--- config.mk ---
export PLATFORM = sky130hd
export DESIGN_NAME = error_compensated_coordinate_rounding
export DESIGN_NICKNAME = d
export VERILOG_FILES = /design/src/rtl/core/ecr_pkg.sv /design/src/rtl/core/ecr_ram.sv /design/src/rtl/core/error_compensated_coordinate_rounding.sv
export SDC_FILE = /design/constraint.sdc
export NUM_CORES = 1
export LEC_CHECK = 0
export BUFFER_PORTS_ARGS = -buffer_cell sky130_fd_sc_hd__buf_2
export CAP_MARGIN = 20
export CORE_UTILIZATION = 40
export DETAILED_ROUTE_END_ITERATION = 16
export GPL_ROUTABILITY_DRIVEN = 0
export HOLD_SLACK_MARGIN = 0.05
export SYNTH_ARGS = -nofsm -noshare
export SYNTH_HDL_FRONTEND = slang
export SYNTH_SLANG_ARGS = --single-unit
--- constraint.sdc ---
create_clock -name i_clk -period 6.7 [get_ports i_clk]
set_input_delay 0.335 -clock i_clk [delete_from_list [all_inputs] [get_ports i_clk]]
set_output_delay 0.335 -clock i_clk [all_outputs]
set_load 0.02 [all_outputs]
--- src/rtl/core/ecr_pkg.sv ---
`timescale 1ns / 1ps
`default_nettype none

package ecr_pkg;

    // Number of tracked slots and the fixed-point format of the coordinate.
    localparam int SLOTS         = 5;
    localparam int FRACTION_BITS = 16;

    // Field widths.
    localparam int VALUE_BITS = 40;
    localparam int SLOT_BITS  = 3;
    localparam int OUT_BITS   = 25;

    // Error sum storage: one entry per slot, axis and sign.
    localparam int ENTRIES   = SLOTS * 4;
    localparam int IDX_BITS  = (ENTRIES > 1) ? $clog2(ENTRIES) : 1;
    localparam int SUM_BITS  = FRACTION_BITS + 1;
    localparam int WORD_BITS = 2 * SUM_BITS;
    localparam int INT_BITS  = VALUE_BITS - FRACTION_BITS;

    typedef logic [SUM_BITS-1:0]  t_sum;
    typedef logic [WORD_BITS-1:0] t_word;
    typedef logic [IDX_BITS-1:0]  t_idx;

    // Fixed-point one and one half in the sum width.
    localparam t_sum SUM_ONE  = t_sum'(1) << FRACTION_BITS;
    localparam t_sum SUM_HALF = t_sum'(1) << (FRACTION_BITS - 1);

endpackage

`default_nettype wire

--- src/rtl/core/ecr_ram.sv ---
`timescale 1ns / 1ps
`default_nettype none

module ecr_ram #(
    parameter int WIDTH = 8,
    parameter int DEPTH = 16
) (
    input  wire logic                                     i_clk,
    input  wire logic                                     i_we,
    input  wire logic [((DEPTH > 1) ? $clog2(DEPTH) : 1)-1:0] i_waddr,
    input  wire logic [WIDTH-1:0]                         i_wdata,
    input  wire logic                                     i_re,
    input  wire logic [((DEPTH > 1) ? $clog2(DEPTH) : 1)-1:0] i_raddr,
    output logic      [WIDTH-1:0]                         o_rdata
);

    logic [WIDTH-1:0] r_mem [DEPTH];
    logic [WIDTH-1:0] r_rdata;

    always_ff @(posedge i_clk) begin
        if (i_we) begin
            r_mem[i_waddr] <= i_wdata;
        end
        if (i_re) begin
            r_rdata <= r_mem[i_raddr];
        end
    end

    assign o_rdata = r_rdata;

endmodule

`default_nettype wire

--- src/rtl/core/error_compensated_coordinate_rounding.sv ---
`timescale 1ns / 1ps
// Throughput: one transaction per cycle unless the output stalls; the error sum memory is read
// as a transaction is accepted and is modified and written back in the second stage, with
// forwarding between items. Each item passes the stage 1 and output registers.
// Reset (synchronous, active low) empties the pipeline and marks every error sum
// as zero through per-entry valid bits, so no clearing pass is needed.
`default_nettype none

module error_compensated_coordinate_rounding (
    input  wire logic                                  i_clk,
    input  wire logic                                  i_rst_n,
    input  wire logic                                  i_in_valid,
    output logic                                       o_in_ready,
    input  wire logic signed [ecr_pkg::VALUE_BITS-1:0] i_value,
    input  wire logic                                  i_x_axis,
    input  wire logic [ecr_pkg::SLOT_BITS-1:0]         i_slot,
    input  wire logic                                  i_clear_first,
    output logic                                       o_out_valid,
    input  wire logic                                  i_out_ready,
    output logic signed [ecr_pkg::OUT_BITS-1:0]        o_rounded
);

    localparam int VB = ecr_pkg::VALUE_BITS;
    localparam int FB = ecr_pkg::FRACTION_BITS;
    localparam int SB = ecr_pkg::SUM_BITS;
    localparam int OB = ecr_pkg::OUT_BITS;
    localparam int IB = ecr_pkg::INT_BITS;
    localparam int NE = ecr_pkg::ENTRIES;

    // ------------------------------------------------------------------
    // Stage 0: take the transaction, form the magnitude and the entry
    // index, and start the memory read. The entry index is
    // slot * 4 + x_axis * 2 + negative.
    // ------------------------------------------------------------------
    logic                in_accept;
    logic                s0_neg;
    logic [VB-1:0]       s0_mag;
    logic                s0_track;
    logic [31:0]         s0_idx_full;
    ecr_pkg::t_idx       s0_idx;

    always_comb begin
        s0_neg      = i_value[VB-1];
        s0_mag      = s0_neg ? (VB'(0) - VB'(i_value)) : VB'(i_value);
        s0_track    = (32'(i_slot) < 32'(ecr_pkg::SLOTS));
        s0_idx_full = (32'(i_slot) * 32'd4) + (32'(i_x_axis) * 32'd2) + 32'(s0_neg);
        s0_idx      = s0_idx_full[ecr_pkg::IDX_BITS-1:0];
    end

    // ------------------------------------------------------------------
    // Stage 1 registers. The memory read data lines up with this stage.
    // ------------------------------------------------------------------
    logic                r_s1_valid;
    logic                r_s1_neg;
    logic [VB-1:0]       r_s1_mag;
    logic                r_s1_track;
    logic                r_s1_clear;
    ecr_pkg::t_idx       r_s1_idx;
    logic                r_s1_fwd_hit;
    ecr_pkg::t_word      r_s1_fwd_data;

    // Per-entry valid bits: an entry that is not valid reads as zero.
    logic [NE-1:0]       r_valid;
    logic [NE-1:0]       n_valid;

    // Output register.
    logic                r_out_valid;
    logic [OB-1:0]       r_out_rounded;

    logic                s1_advance;
    logic                wr_en;
    ecr_pkg::t_word      wr_data;
    ecr_pkg::t_word      ram_rdata;

    // Stage 1 moves on whenever the output register is empty or being drained,
    // so a waiting result never blocks the next transaction on its own.
    assign s1_advance = r_s1_valid && (!r_out_valid || i_out_ready);
    assign o_in_ready = !r_s1_valid || s1_advance;
    assign in_accept  = i_in_valid && o_in_ready;

    // ------------------------------------------------------------------
    // Stage 1: read-modify-write of the error sums.
    // The previous item writes back at the same edge at which this item's
    // read happens, so that write is captured at accept time and forwarded.
    // While this stage stalls no other write can occur and the read data
    // holds, because the memory reads only on an accepted transaction.
    // ------------------------------------------------------------------
    ecr_pkg::t_word      cur_word;
    ecr_pkg::t_sum       cur_low;
    ecr_pkg::t_sum       cur_high;
    ecr_pkg::t_sum       frac;
    ecr_pkg::t_sum       new_sum;
    logic [IB-1:0]       int_part;
    logic [OB-1:0]       mag_res;
    logic [OB-1:0]       signed_res;
    logic                lower_half;
    logic [VB:0]         byp_add;
    logic [VB:0]         byp_sub;

    always_comb begin
        if (r_s1_clear) begin
            cur_word = '0;
        end else if (r_s1_fwd_hit) begin
            cur_word = r_s1_fwd_data;
        end else if (r_valid[r_s1_idx]) begin
            cur_word = ram_rdata;
        end else begin
            cur_word = '0;
        end
        cur_low    = cur_word[SB-1:0];
        cur_high   = cur_word[2*SB-1:SB];
        frac       = {1'b0, r_s1_mag[FB-1:0]};
        int_part   = r_s1_mag[VB-1:FB];
        lower_half = (frac < ecr_pkg::SUM_HALF);

        // Each sum stays below one and a half, so the add cannot overflow,
        // and reaching one is simply the top bit of the sum.
        if (lower_half) begin
            new_sum = cur_low + frac;
        end else begin
            new_sum = cur_high + (ecr_pkg::SUM_ONE - frac);
        end

        if (new_sum[SB-1]) begin
            mag_res = lower_half ? (OB'(int_part) + OB'(1)) : OB'(int_part);
            new_sum = new_sum - ecr_pkg::SUM_ONE;
        end else begin
            mag_res = lower_half ? OB'(int_part) : (OB'(int_part) + OB'(1));
        end

        if (lower_half) begin
            wr_data = {cur_high, new_sum};
        end else begin
            wr_data = {new_sum, cur_low};
        end

        // Untracked slots round a positive value half up; a negative value
        // gives the floor of (magnitude - half), clamped at zero, before the
        // sign is put back.
        byp_add = {1'b0, r_s1_mag} + (VB + 1)'(ecr_pkg::SUM_HALF);
        byp_sub = {1'b0, r_s1_mag} - (VB + 1)'(ecr_pkg::SUM_HALF);
        if (!r_s1_track) begin
            if (!r_s1_neg) begin
                mag_res = byp_add[VB:FB];
            end else if (byp_sub[VB]) begin
                mag_res = '0;
            end else begin
                mag_res = OB'(byp_sub[VB-1:FB]);
            end
        end

        signed_res = r_s1_neg ? (OB'(0) - mag_res) : mag_res;
    end

    assign wr_en = s1_advance && r_s1_track;

    // A clearing item wipes every sum before its own update lands.
    always_comb begin
        n_valid = r_valid;
        if (wr_en) begin
            if (r_s1_clear) begin
                n_valid = '0;
            end
            n_valid[r_s1_idx] = 1'b1;
        end
    end

    ecr_ram #(
        .WIDTH (ecr_pkg::WORD_BITS),
        .DEPTH (NE)
    ) u_sums (
        .i_clk   (i_clk),
        .i_we    (wr_en),
        .i_waddr (r_s1_idx),
        .i_wdata (wr_data),
        .i_re    (in_accept),
        .i_raddr (s0_idx),
        .o_rdata (ram_rdata)
    );

    // Control state.
    always_ff @(posedge i_clk) begin
        if (!i_rst_n) begin
            r_s1_valid  <= 1'b0;
            r_out_valid <= 1'b0;
            r_valid     <= '0;
        end else begin
            r_valid <= n_valid;
            if (o_in_ready) begin
                r_s1_valid <= i_in_valid;
            end
            if (s1_advance) begin
                r_out_valid <= 1'b1;
            end else if (i_out_ready) begin
                r_out_valid <= 1'b0;
            end
        end
    end

    // Payload registers.
    always_ff @(posedge i_clk) begin
        if (in_accept) begin
            r_s1_neg      <= s0_neg;
            r_s1_mag      <= s0_mag;
            r_s1_track    <= s0_track;
            r_s1_clear    <= i_clear_first;
            r_s1_idx      <= s0_idx;
            r_s1_fwd_hit  <= wr_en && (r_s1_idx == s0_idx);
            r_s1_fwd_data <= wr_data;
        end
        if (s1_advance) begin
            r_out_rounded <= signed_res;
        end
    end

    assign o_out_valid = r_out_valid;
    assign o_rounded   = r_out_rounded;

    // ------------------------------------------------------------------
    // Assertions.
    // ------------------------------------------------------------------

    // Every sum written back is below one.
    a_sum_below_one: assert property (@(posedge i_clk) disable iff (!i_rst_n)
        wr_en |-> (!wr_data[SB-1] && !wr_data[2*SB-1]))
        else $error("error sum written back at or above one");

    // After a clearing transaction only its own entry holds a sum.
    a_clear_leaves_one: assert property (@(posedge i_clk) disable iff (!i_rst_n)
        (s1_advance && r_s1_track && r_s1_clear) |=> $onehot(r_valid))
        else $error("clear left more than the updated entry valid");

    // Untracked slots never touch the error state.
    a_bypass_no_state: assert property (@(posedge i_clk) disable iff (!i_rst_n)
        (s1_advance && !r_s1_track) |=> $stable(r_valid))
        else $error("untracked slot changed error state");

    // A stalled stage 1 item is kept, not dropped.
    a_s1_holds: assert property (@(posedge i_clk) disable iff (!i_rst_n)
        (r_s1_valid && r_out_valid && !i_out_ready) |=> r_s1_valid)
        else $error("stage 1 transaction lost during stall");

endmodule

`default_nettype wire

# ---- After elaboration in Yosys (flattened, before gate mapping)
# Memories as Yosys holds them, arrays and structs flattened. A register that Yosys moved wholly into a read port is not among the register bits.
# Cells that the tools add are included.
# Widths: inputs -> output; s select.
dict set report op_classes {
  addsub 11
  mux 24
  n_eq_ne 1
  magnitude_cmp 4
  n_mul 0
  reduce_logical 10
  n_shift 0
  div_mod_pow 0
  bitwise 1
}
# cell n
set ops {}
lappend ops {{$mux 25} 6}
lappend ops {{$mux 34} 4}
lappend ops {{$add 40x16->41 const B} 1}
lappend ops {{$sub 40x16->41 const B} 1}
lappend ops {{$mux 20} 2}
lappend ops {{$sub 1x40->40 const A} 1}
lappend ops {{$mux 39} 1}
lappend ops {{$mux 17} 2}
lappend ops {{$add 24x1->25 const B} 1}
lappend ops {{$sub 1x25->25 const A} 1}
lappend ops {{$mux 24} 1}
lappend ops {{$or 20x20->20} 1}
lappend ops {{$add 17x16->17} 1}
lappend ops {{$add 17x17->17} 1}
lappend ops {{$sub 17x16->17 const A} 1}
lappend ops {{$sub 17x17->17 const B} 1}
lappend ops {{$lt 16x16->1 const B} 1}
lappend ops {{$lt 5x6->1 const B} 1}
lappend ops {{$mux 1} 6}
lappend ops {{$add 5x1->5} 1}
lappend ops {{$add 5x2->5} 1}
lappend ops {{$bmux 1 s5} 1}
lappend ops {{$demux 1 s5} 1}
lappend ops {{$eq 5x5->1} 1}
lappend ops {{6 further kinds} 12}
dict set report word_totals {
  latch_bits 0
  elab_cells 64
  in_bits 49
  reg_bits 130
  mem_count 1
  mem_bits_rw 680
  out_inout_bits 27
  rom_bits 0
}
# memory words width rd rd_clocked_by_memory_dff wr line
set mem_list {}
lappend mem_list {u_sums.r_mem 20 34 1 1 1 ecr_ram.sv:17} ;# logic [WIDTH-1:0] r_mem [DEPTH];

# ---- Depth between registers and ports, before layout
# Gate-level depths: netlist (run 1).
dict set report depth {
  ltp_word 11
  depth_mapped 26
  mapped_depth_nobuf 24
}

# ---- Modules after synthesis
# A second synthesis (run 1) with hierarchy kept.
dict set report hier_totals {
  cells_unflattened 2622
  area_unflattened_um2 37947.6
}
# module area_per_inst_um2 seq_area_each_um2 cells_each instances
set modules_own_cells {}
lappend modules_own_cells {ecr_ram 27244.9 21440.6 1411 1}
lappend modules_own_cells {error_compensated_coordinate_rounding 10702.8 3653.5 1211 1}

# ---- Worst setup path before layout (run 1)
# OpenSTA, ideal clock, no wires.
dict set report synth_path {
  path_type {flip-flop to flip-flop}
  startpoint {reg r_s1_idx[2]}
  endpoint {reg r_s1_fwd_data[32] (data pin)}
  n_path_buf 2
  period_less_slack_ns 6.227
  arrival_time_ns 5.746
  setup_time_ns 0.480
  required_ns 6.220
  path_slack_ns 0.473
  stages_incl_launch_ff 25
  path_cell_list {edfxtp_1 > or3b_1 > buf_2 > o221ai_2 > a32oi_2 > nor2_1 > clkbuf_1 > a22oi_1 > nor2_1 > ha_1 > ha_1 > inv_1 > fa_1 > nor2b_1 > o21ai_0 > a21boi_0 > o21ai_0 > a21boi_0 > o21ai_0 > a21boi_0 > o21ai_0 > a21boi_0 > o211ai_1 > nand2_1 > o311ai_0}
}
dict set report synth_between {
  elab_chain_cells 10
  word_cells_on_any_way 11
  cone_classes {add/sub: 3; mux: 8}
}
# item line
set synth_lines {}
lappend synth_lines {{start: declaration} error_compensated_coordinate_rounding.sv:58} ;# ecr_pkg::t_idx r_s1_idx;
lappend synth_lines {{start signal: assignment} error_compensated_coordinate_rounding.sv:207} ;# r_s1_idx <= s0_idx;
lappend synth_lines {{$bmux 1 s5 (*)} error_compensated_coordinate_rounding.sv:105} ;# end else if (r_valid[r_s1_idx]) begin
lappend synth_lines {{$mux 1 (implied by the code) (*)} error_compensated_coordinate_rounding.sv:105}
lappend synth_lines {{$mux 34 (*)} error_compensated_coordinate_rounding.sv:105}
lappend synth_lines {{$mux 34 (*)} error_compensated_coordinate_rounding.sv:103} ;# end else if (r_s1_fwd_hit) begin
lappend synth_lines {{$mux 34 (*)} error_compensated_coordinate_rounding.sv:101} ;# if (r_s1_clear) begin
lappend synth_lines {{$add 17x17->17 or $add 17x16->17 (tied branches)} {error_compensated_coordinate_rounding.sv:121, error_compensated_coordinate_rounding.sv:119}}
lappend synth_lines {{$mux 17} error_compensated_coordinate_rounding.sv:118} ;# if (lower_half) begin
lappend synth_lines {{$sub 17x17->17} error_compensated_coordinate_rounding.sv:126} ;# new_sum = new_sum - ecr_pkg::SUM_ONE;
lappend synth_lines {{$mux 17} error_compensated_coordinate_rounding.sv:124} ;# if (new_sum[SB-1]) begin
lappend synth_lines {{$mux 34 (*)} error_compensated_coordinate_rounding.sv:131} ;# if (lower_half) begin
lappend synth_lines {{via u_sums.i_wdata[32]} ecr_ram.sv:11} ;# input wire logic [WIDTH-1:0] i_wdata,
lappend synth_lines {{end signal: assignment} error_compensated_coordinate_rounding.sv:209} ;# r_s1_fwd_data <= wr_data;
lappend synth_lines {{end: declaration} error_compensated_coordinate_rounding.sv:60} ;# ecr_pkg::t_word r_s1_fwd_data;
# Mark *: on every way through the listed nets, which the timed path passes. The rest lies on a longest branch. The select of a mux whose other input is x is not followed.
# A chain may end at the register's enable or synchronous reset.

# ---- Final worst setup path (run 1)
dict set report layout_path {
  startpoint {reg r_s1_idx[1]}
  endpoint {reg r_out_rounded[24], in the netlist o_rounded[24] (data pin)}
}
dict set report layout_between {
  elab_chain_cells 11
  word_cells_on_any_way 12
  cone_classes {add/sub: 3; mux: 9}
}
# item line
set layout_lines {}
lappend layout_lines {{$bmux 1 s5 (*)} error_compensated_coordinate_rounding.sv:105}
lappend layout_lines {{$mux 1 (implied by the code) (*)} error_compensated_coordinate_rounding.sv:105}
lappend layout_lines {{$mux 34 (*)} error_compensated_coordinate_rounding.sv:105}
lappend layout_lines {{$mux 34 (*)} error_compensated_coordinate_rounding.sv:103}
lappend layout_lines {{$mux 34 (*)} error_compensated_coordinate_rounding.sv:101}
lappend layout_lines {{$add 17x17->17 or $add 17x16->17 (tied branches)} {error_compensated_coordinate_rounding.sv:121, error_compensated_coordinate_rounding.sv:119}}
lappend layout_lines {{$mux 17 (*)} error_compensated_coordinate_rounding.sv:118}
lappend layout_lines {{$mux 25 (*)} error_compensated_coordinate_rounding.sv:124}
lappend layout_lines {{$mux 25 (*)} error_compensated_coordinate_rounding.sv:142} ;# if (!r_s1_track) begin
lappend layout_lines {{$sub 1x25->25} error_compensated_coordinate_rounding.sv:152} ;# signed_res = r_s1_neg ? (OB'(0) - mag_res) : mag_res;
lappend layout_lines {{$mux 25 (*)} error_compensated_coordinate_rounding.sv:152}
lappend layout_lines {{via signed_res[24]} error_compensated_coordinate_rounding.sv:95} ;# logic [OB-1:0] signed_res;
lappend layout_lines {{end signal: assignment} error_compensated_coordinate_rounding.sv:212} ;# r_out_rounded <= signed_res;
lappend layout_lines {{end: declaration} error_compensated_coordinate_rounding.sv:68} ;# logic [OB-1:0] r_out_rounded;
# Marked as above.

==> metrics.cfg, run 1 <==
[outcome]
outcome=finished, final reports clean

[global_routing]
grt_use_total_pct=19.9
grt_max_degree=128
grt_pass1_vias=21393
antenna_found_initial=3
grt-ovfl-total=0
grt_pass1_wl_um=139000

[cts]
cts_tree=built
htree_num_levels=3
clk_path_buf_depth=3
clockRootBuffer=clkbuf_16
insertion_delay_ps=650
cts_sinks=843
clk_pin_slew_ps=60
cts_made_buffers=87

[logic_synthesis]
synth-main-ff-cell=edfxtp_1
synth_cells=2196
netlist_area_um2=37000
ys_top_cells_by_count=edfxtp_1, mux4_2, nand2_1
yosysWarnings=0
synthArstFlopShare_pct=0
synth_seq_area_share_pct=67.8
ys_top_cells_by_area=edfxtp_1, mux4_2, ha_1, xnor2_1, mux2_2
syn_avg_cell_area_um2=16.9
synth-seq-cells=843
synth_top_area_cell=edfxtp_1
syn_nets=2301
yosysMostFrequentCell=edfxtp_1
synth_edf_count=821
yosysUniqueCellTypes=88
yosysTopAreaCellShare_pct=66.6

[sta]
worst_slack_ps=277
fmax_mhz=156
finalSetupTns_ps=0
maxSlewViolCount=0
finalHoldViolCount=0
min_period_over_period_pct=95.9
period_needed_ps=6420
setup_viol=0
rsz0062_at_grt=false
slew_headroom_pct=26.5
skew_ps=33.5
worst_slew_pin_slew_ps=1100
whs_ps=86.1

[worst_setup_path]
cp.required_ps=7090
cp_top_family=compound AO/OA/AOI/OAI gates
slowest_stage=mux4_2
r2r_slack_ps=280
critPathMaxStageDelay_ps=530
cp_data_arrival_time_ps=6820
start_kind=flip-flop
path_cells=mux4_2 -> o22a_1 -> a32oi_4 -> nor2_4 -> buf_12 -> a22oi_1 -> nor2_1 -> ha_1 -> ha_1 -> a21o_1 -> a2111o_1 -> and3_1 -> o21ai_0 -> mux2i_2 -> buf_4 -> a41o_1 -> a311o_1 -> nor4_4 -> nand4_1 -> o41ai_2 -> xnor2_1
endpoint_kind=flip-flop
critPathKind=flip-flop to flip-flop
crit_path_frequent_cell=ha_1
crit_fanout=30
critPathBufInv=2

[layout]
finalNetCount=2459
drive_gt1_share_pct=24.3
area_delta_synth_final_pct=14.6

[die]
ioPinCount=76
rows=111
fp.coreArea_um2=91700
die_area_um2=93800
die-width_um=306
die_y_um=306
initial_core_util_pct=40.4

[drt]
drc_errors=0
drt_wl_total_um=93300
vias=21169
dr.pass1.iters=5
avgRoutedWirePerCell_um=25.8
drt.antenna.violating_nets=0
viasPerCell=5.86
drtIter0Drc=2429

[worst_hold_path]
hold_class=input pin to flip-flop

[pwr]
p_per_area_nw_per_um2=284
vdd_drop_max_mv=0.168
p_leak_uw=0.0139

[run]
drv_cap=0

[place]
numPortBuffers=75
place.detailed.hpwl_um=52500
dpl_worst_slack_ps=113

## cell type report
cell class / count / area (um^2)
Sequential cell: 843 / 25100
Inverter: 55 / 206
Clock inverter: 55 / 528
Fill cell: 7764 / 49200
Antenna cell: 2 / 5.00
Timing Repair Buffer: 188 / 1400
Multi-Input combinational cell: 1179 / 11500
Clock buffer: 105 / 2260
Tap cell: 1186 / 1480
## through the flow
stage / instances / total power [uW] / util, % / instance area [um^2]
floorplan: 2196 / 6990 / - / 37000
CTS: 3602 / 12100 / 46.2 / 42300
detailed placement: 3405 / 7370 / 42.7 / 39200
global placement: 3402 / 7340 / 42.7 / 39200
finish: 3613 / 12100 / 46.3 / 42500
global route: 3612 / 12400 / 46.3 / 42400
## where the power goes
part | internal [uW] | switching (uW)
combinational | 428 | 726
sequential | 6070 | 72.6
clock | 2730 | 2030
total | 9230 | 2830
## metal layers
layer	vias to the layer above	track usage, %	part of all wire (%)
li1	9178	-	-
met1	11034	27.7	44
met2	763	32.5	48
met3	192	2.82	5.5
met4	2	6.03	2.6
met5	-	0	0.014
## sequential cells by signal (all words and copies together), names as in the netlist, 5 cells and up
signal and cells:
o_rounded 25, r_s1_idx 5, u_sums.r_mem 680, u_sums.o_rdata 34
r_valid 20, r_s1_mag 40, r_s1_fwd_data 34
## worst paths after layout
check / start / to / cells past startpoint
max: r_s1_idx[1] / o_rounded[24] / 21
min: i_value[7] / r_s1_mag[7] / 2
max reg2reg: r_s1_idx[1] / o_rounded[24] / 21
min reg2reg: r_valid[16] / r_valid[16] / 2
## logic make-up after synthesis
| group | share of synthesized area, % |
|---|---|
| flops | 67.8 |
| xor+xnor | 2.20 |
| buf+inv | 1.83 |
| simple gates | 5.78 |
| fa+ha+maj | 1.93 |
| mux | 14.3 |
| compound gates | 6.16 |
## what timing repair did
action,4_1_cts,5_1_grt
setup buffers,0,4
endpoints found under the setup margin,0,34
hold endpoints to repair,37,0
resized for setup,0,6
hold buffers,37,0
## cell usage in the layout (no fill, tap or decap), types with 44 or more instances in the layout
cell       Yosys  layout
a21oi_1       77      77
nand2_1      115     115
buf_4          3      71
mux2_2        44      44
xnor2_1       69      69
edfxtp_1     821     821
nor2_1       109      88
ha_1          54      54
clkbuf_16      0      87
inv_1         53      53
mux4_2       207     207
o21ai_0       76      65
buf_2          5      72
Power figures use the tool's default switching activity.
==> run 2: changes to the inputs <==
Settings changed: ABC_AREA from default to 1.
==> metrics.cfg, run 2 <==
[outcome]
outcome=finished, final reports clean

[sta]
min_period_over_period_pct=91.1  ; -4.8 points
period_needed_ps=6100  ; -319 ps
fmax_mhz=164  ; +5.2%
finalHoldViolCount=0  ; unchanged
setup_viol=0  ; unchanged
skew_ps=25.0  ; -8.53 ps
worst_slew_pin_slew_ps=1040  ; -56.8 ps
slew_headroom_pct=30.3  ; +3.8 points
finalSetupTns_ps=0  ; unchanged
rsz0062_at_grt=false
maxSlewViolCount=0  ; unchanged

[place]
numPortBuffers=75  ; unchanged
place.detailed.hpwl_um=60300  ; +15%

[cts]
clk_path_buf_depth=3  ; unchanged
cts_made_buffers=88  ; +1.1%
cts_sinks=843  ; unchanged
clk_pin_slew_ps=60  ; about the same
insertion_delay_ps=670  ; +20 ps
cts_tree=built
clockRootBuffer=clkbuf_16
htree_num_levels=3  ; unchanged

[global_routing]
grt_max_degree=152  ; +19%
grt_pass1_vias=25329  ; +18%
grt_pass1_wl_um=157000  ; +13%
antenna_found_initial=3  ; unchanged
grt-ovfl-total=0  ; unchanged
grt_use_total_pct=21.4  ; +1.5 points

[layout]
drive_gt1_share_pct=10.4  ; -14 points
ff_latch_area_um2=25100  ; unchanged
final_util_pct=45.8  ; -0.54 points
layout_common_cells=edfxtp_1, nand2_1, nor2_1, o21ai_0, inv_1
finalNetCount=3590  ; +46%
largest_reg_flops=680  ; unchanged
fill_cells=8541  ; +10%
regMostFlops=u_sums.r_mem
final_common_cell=edfxtp_1
multi_input_area_um2=11800  ; +2.6%
largest_registers=u_sums.r_mem x680, r_s1_mag x40
area_delta_synth_final_pct=13.5

[drt]
drtIter0Drc=2932  ; +21%
met3_length_um=7540  ; +47%
routed.top_layer=met5
drc_errors=0  ; unchanged
drt.antenna.violating_nets=0  ; unchanged
avgRoutedWirePerCell_um=22.0  ; -15%
dr.pass1.iters=6  ; +1
drt_wl_total_um=106000  ; +14%
viasPerCell=5.58  ; -4.7%
met2_length_um=50300  ; +12%
vias=26946  ; +27%
wl_met1_um=45100  ; +10%

[logic_synthesis]
syn_nets=3528  ; +53%
ys_top_cells_by_count=edfxtp_1, nand2_1, nor2_1
yosysWarnings=0  ; unchanged
synth-main-ff-cell=edfxtp_1
netlist_area_um2=38300  ; +3.4%
syn_avg_cell_area_um2=11.2  ; -34%
synth_seq_area_share_pct=65.6  ; -2.2 points
ys_top_cells_by_area=edfxtp_1, nand2_1, o21ai_0, nor2_1, xor2_1
yosysTopAreaCellShare_pct=64.4  ; -2.2 points
synth_top_area_cell=edfxtp_1
yosysUniqueCellTypes=57  ; -35%
synth-seq-cells=843  ; unchanged
synthArstFlopShare_pct=0  ; unchanged
yosysMostFrequentCell=edfxtp_1
synth_edf_count=821  ; unchanged
synth_cells=3423  ; +56%

[die]
rows=113  ; +1.8%
initial_core_util_pct=40.3  ; -0.056 points
die-width_um=311  ; +1.7%
die_y_um=311  ; +1.7%
fp.coreArea_um2=94900  ; +3.5%
die_area_um2=96900  ; +3.3%
ioPinCount=76  ; unchanged

[worst_setup_path]
cp.required_ps=7110  ; +20 ps
cp_data_arrival_time_ps=6510  ; -310 ps
crit_fanout=24  ; -20%
critPathMaxStageDelay_ps=530  ; about the same
start_kind=flip-flop
crit_path_frequent_cell=nand2_1
critPathKind=flip-flop to flip-flop
slowest_stage=edfxtp_1
endpoint_kind=flip-flop

[pwr]
internal-power_uw=9200  ; -0.30%
seq_power_share_pct=49.8  ; -1.2 points
power_frac_comb_pct=9.6  ; about the same
vdd_drop_max_mv=0.187  ; +12%
p_leak_uw=0.0151  ; +8.8%
clkPwrFrac_pct=40.6  ; +1.2 points
p_per_area_nw_per_um2=281  ; -0.99%
p_sw_share_pct=24.6  ; +1.2 points
power_switching_uw=3010  ; +6.5%

[worst_hold_path]
hold_class=input pin to flip-flop

[run]
drv_cap=0  ; unchanged

-- run 2: cell count changes in the layout (fill, tap and decap cells not counted), sizes merged, moves of 36 or more --
cell	previous run	this run
o22ai	4	95
nand3	31	150
o221ai	4	54
xnor2	69	33
mux2	45	0
inv	56	201
mux4	207	0
xor2	24	91
nand2	116	523
o21ai	82	382
nor2	109	458
a21oi	77	122
-- run 2: worst paths after layout --
kind / start / end / slack, ps / cells after the start
worst max-delay path: r_s1_idx[0] / o_rounded[12] / 600 / 32
worst min-delay path: i_value[34] / r_s1_mag[34] / 80 / 2
worst max register to register: r_s1_idx[0] / o_rounded[12] / 600 / 32
worst min register to register: r_valid[5] / r_valid[5] / 470 / 2
-- run 2: logic make-up after synthesis --
kind of cell	count (synthesis)	synth area share [%]
adder cells (fa/ha/maj)	56	1.87
AO/OA/AOI/OAI	789	12.4
buffers and inverters	403	4.14
AND/OR/NAND/NOR	1208	13.2
flip-flops	843	65.6
XOR/XNOR	124	2.84
-- run 2: timing repair --
item / in CTS / in global routing
resized for setup: 0 / 1
buffers inserted: 0 / 0
endpoints found under the setup margin: 0 / 6
endpoints found under the hold margin: 23 / 0
hold buffers: 23 / 0
-- run 2: layout make-up --
| cell class | count | area share, % |
|---|---|---|
| multi-input cells | 2177 | 27.1 |
| diodes | 1 | 0.00576 |
| clock buffers | 99 | 5.24 |
| repair buffers | 177 | 2.96 |
| clock inverters | 66 | 1.50 |
| inverters | 198 | 1.77 |
| flip-flops and latches | 843 | 57.8 |
| well taps | 1265 | 3.64 |
-- run 2: critical path, delay by kind of cell, from the launching register on --
kind	cells	cell delay, ps
flip-flops	1	530
XOR/XNOR	1	150
adder cells (fa/ha/maj)	3	840
AO/OA/AOI/OAI	3	580
buffers and inverters	5	1230
AND/OR/NAND/NOR	20	2490
-- run 2: stage by stage --
stage	setup WS, ps	area [um^2]	total power, uW	cells	hold slack [ps]
2_1_floorplan	1680	38300	6930	3423	434
3_3_place_gp	689	40200	7330	4631	459
3_5_place_dp	496	40200	7340	4635	458
4_1_cts	478	43400	12300	4823	51.5
5_1_grt	59.5	43400	12600	4825	71.4
6_report	596	43400	12200	4826	78.3
-- run 2: routing by layer --
| layer | up-vias | global-route usage, % |
|---|---|---|
| li1 | 12463 | - |
| met1 | 13213 | 28.8 |
| met2 | 1066 | 35.0 |
| met3 | 200 | 3.51 |
| met4 | 4 | 7.97 |
| met5 | - | 0 |
-- run 2: power by group through the flow --
| stage | logic (uW) | registers (uW) | clock network, uW |
|---|---|---|---|
| 3_5_place_dp | 1150 | 6190 | 0 |
| 6_report | 1170 | 6080 | 4960 |
| 3_3_place_gp | 1140 | 6190 | 0 |
| 5_1_grt | 1290 | 6090 | 5230 |
| 2_1_floorplan | 761 | 6170 | 0 |
| 4_1_cts | 1170 | 6080 | 5030 |
==> run 3: changes to the inputs <==
Settings changed: CELL_PAD_IN_SITES_DETAIL_PLACEMENT from default to 0, CELL_PAD_IN_SITES_GLOBAL_PLACEMENT from default to 1, PLACE_DENSITY_LB_ADDON from default to 0.1.
==> metrics.cfg, run 3 (synthesis gave the netlist of run 2 again) <==
[cts]
clockRootBuffer=clkbuf_16
cts_made_buffers=92  ; +4.5%
clk_path_buf_depth=3  ; unchanged
insertion_delay_ps=670  ; about the same
clk_pin_slew_ps=60  ; about the same
htree_num_levels=3  ; unchanged
cts_sinks=843  ; unchanged
cts_tree=built

[drt]
drt.antenna.violating_nets=0  ; unchanged
drt_wl_total_um=118000  ; +11%
vias=27085  ; +0.52%
viasPerCell=5.58  ; about the same
avgRoutedWirePerCell_um=24.3  ; +10%
drtIter0Drc=2785  ; -5.0%
dr.pass1.iters=6  ; unchanged
drc_errors=0  ; unchanged

[sta]
slew_headroom_pct=31.4  ; +1.1 points
worst_slack_ps=775  ; +179 ps
skew_ps=24.6  ; -0.424 ps
min_period_over_period_pct=88.4  ; -2.7 points
period_needed_ps=5930  ; -179 ps
maxSlewViolCount=0  ; unchanged
fmax_mhz=169  ; +3.0%
finalHoldViolCount=0  ; unchanged
rsz0062_at_grt=false
worst_slew_pin_slew_ps=1030  ; -14.6 ps
setup_viol=0  ; unchanged
finalSetupTns_ps=0  ; unchanged

[worst_setup_path]
endpoint_kind=flip-flop
crit_path_frequent_cell=nand2_1
cp.required_ps=7130  ; +20 ps
start_kind=flip-flop
crit_fanout=24  ; unchanged
cp_data_arrival_time_ps=6350  ; -160 ps
slowest_stage=edfxtp_1
critPathMaxStageDelay_ps=460  ; -70 ps
critPathKind=flip-flop to flip-flop

[layout]
area_delta_synth_final_pct=13.7
fill_cells=8737  ; +2.3%
final_common_cell=edfxtp_1
regMostFlops=u_sums.r_mem
finalNetCount=3612  ; +0.61%
final_util_pct=45.9  ; +0.078 points
largest_reg_flops=680  ; unchanged
layout_common_cells=edfxtp_1, nand2_1, nor2_1, o21ai_0, inv_1
drive_gt1_share_pct=10.5  ; +0.13 points
fin_area_um2=43500  ; +0.17%
largest_registers=u_sums.r_mem x680, r_s1_mag x40

[run]
drv_cap=0  ; unchanged

[place]
place.detailed.hpwl_um=68200  ; +13%
numPortBuffers=75  ; unchanged
placed_cell_area_um2=40300  ; +0.33%
dpl_worst_slack_ps=570  ; +74.5 ps

[global_routing]
grt_max_degree=175  ; +15%
grt-ovfl-total=0  ; unchanged
antenna_found_initial=4  ; +1
grt_use_total_pct=24.0  ; +2.5 points
grt_pass1_vias=26051  ; +2.9%
grt_pass1_wl_um=172000  ; +9.2%

[die]
initial_core_util_pct=40.3  ; unchanged
ioPinCount=76  ; unchanged
die-width_um=311  ; unchanged
rows=113  ; unchanged
die_area_um2=96900  ; unchanged
die_y_um=311  ; unchanged
fp.coreArea_um2=94900  ; unchanged

[outcome]
outcome=finished, final reports clean

[pwr]
p_leak_uw=0.0152  ; +0.34%
vdd_drop_max_mv=0.215  ; +15%
p_per_area_nw_per_um2=279  ; -0.96%
power_uw=12100  ; -0.79%

[worst_hold_path]
hold_class=input pin to flip-flop

## run 3: changes by cell type in the layout (fill, tap and decap cells not counted), moves of 2 or more
cell / delta
clkbuf_16: +4
clkinvlp_4: -2
clkinv_2: -2
buf_4: +14
clkinv_1: -2
buf_12: +2
inv_16: -4
buf_6: -3
bufinv_16: -5
dlygate4sd3_1: +5
clkbuf_1: +14
## run 3: final cells by class
cell class / instances / area [um^2] / area share, %
Sequential cell: 843 / 25100 / 57.7
Multi-Input combinational cell: 2177 / 11800 / 27.0
Clock buffer: 116 / 2410 / 5.55
Tap cell: 1265 / 1580 / 3.64
Timing Repair Buffer: 195 / 1450 / 3.33
Inverter: 198 / 763 / 1.75
Clock inverter: 55 / 432 / 0.992
Antenna cell: 1 / 2.50 / 0.00575
## run 3: stage by stage
step,hold slack (ps),std cells
after floorplan,434,3423
after global placement,458,4642
after detailed placement,459,4646
after CTS,51.6,4845
after global routing,80.8,4849
final,89.7,4850
## run 3: worst paths after layout
check             slack (ps)        start       endpoint  cells after the start
hold reg to reg          470   r_valid[2]     r_valid[2]                      2
hold / removal            90   i_value[2]    r_s1_mag[2]                      3
setup reg to reg         770  r_s1_idx[2]  o_rounded[24]                     36
setup / recovery         770  r_s1_idx[2]  o_rounded[24]                     36
## run 3: where the power goes
group          internal [uW]  switching (uW)  total (uW)
Sequential              6010            75.2        6090
Combinational            345             856        1200
Clock                   2750            2080        4830
Total                   9100            3010       12100
## run 3: timing repair
item / in CTS / in global routing
setup buffers: 0 / 3
setup endpoints to repair: 0 / 5
endpoints found under the hold margin: 28 / 0
hold buffers: 28 / 0
gates resized for setup: 0 / 1
## run 3: worst max-delay path: cells and delay by family (launching register included)
kind	cells	cell delay, ps
AO/OA/AOI/OAI	3	700
buffers and inverters	8	1030
AND/OR/NAND/NOR	22	2710
adder cells (fa/ha/maj)	3	750
flip-flops	1	460
## run 3: routing by layer
layer | vias up | routed length [um] | share of wire (%) | track usage (%)
met2 | 934 | 54300 | 46 | 38.0
li1 | 12504 | - | - | -
met1 | 13476 | 52900 | 45 | 34.0
met3 | 171 | 7510 | 6.4 | 3.77
met5 | - | 0 | 0 | 0
met4 | 0 | 3100 | 2.6 | 6.89
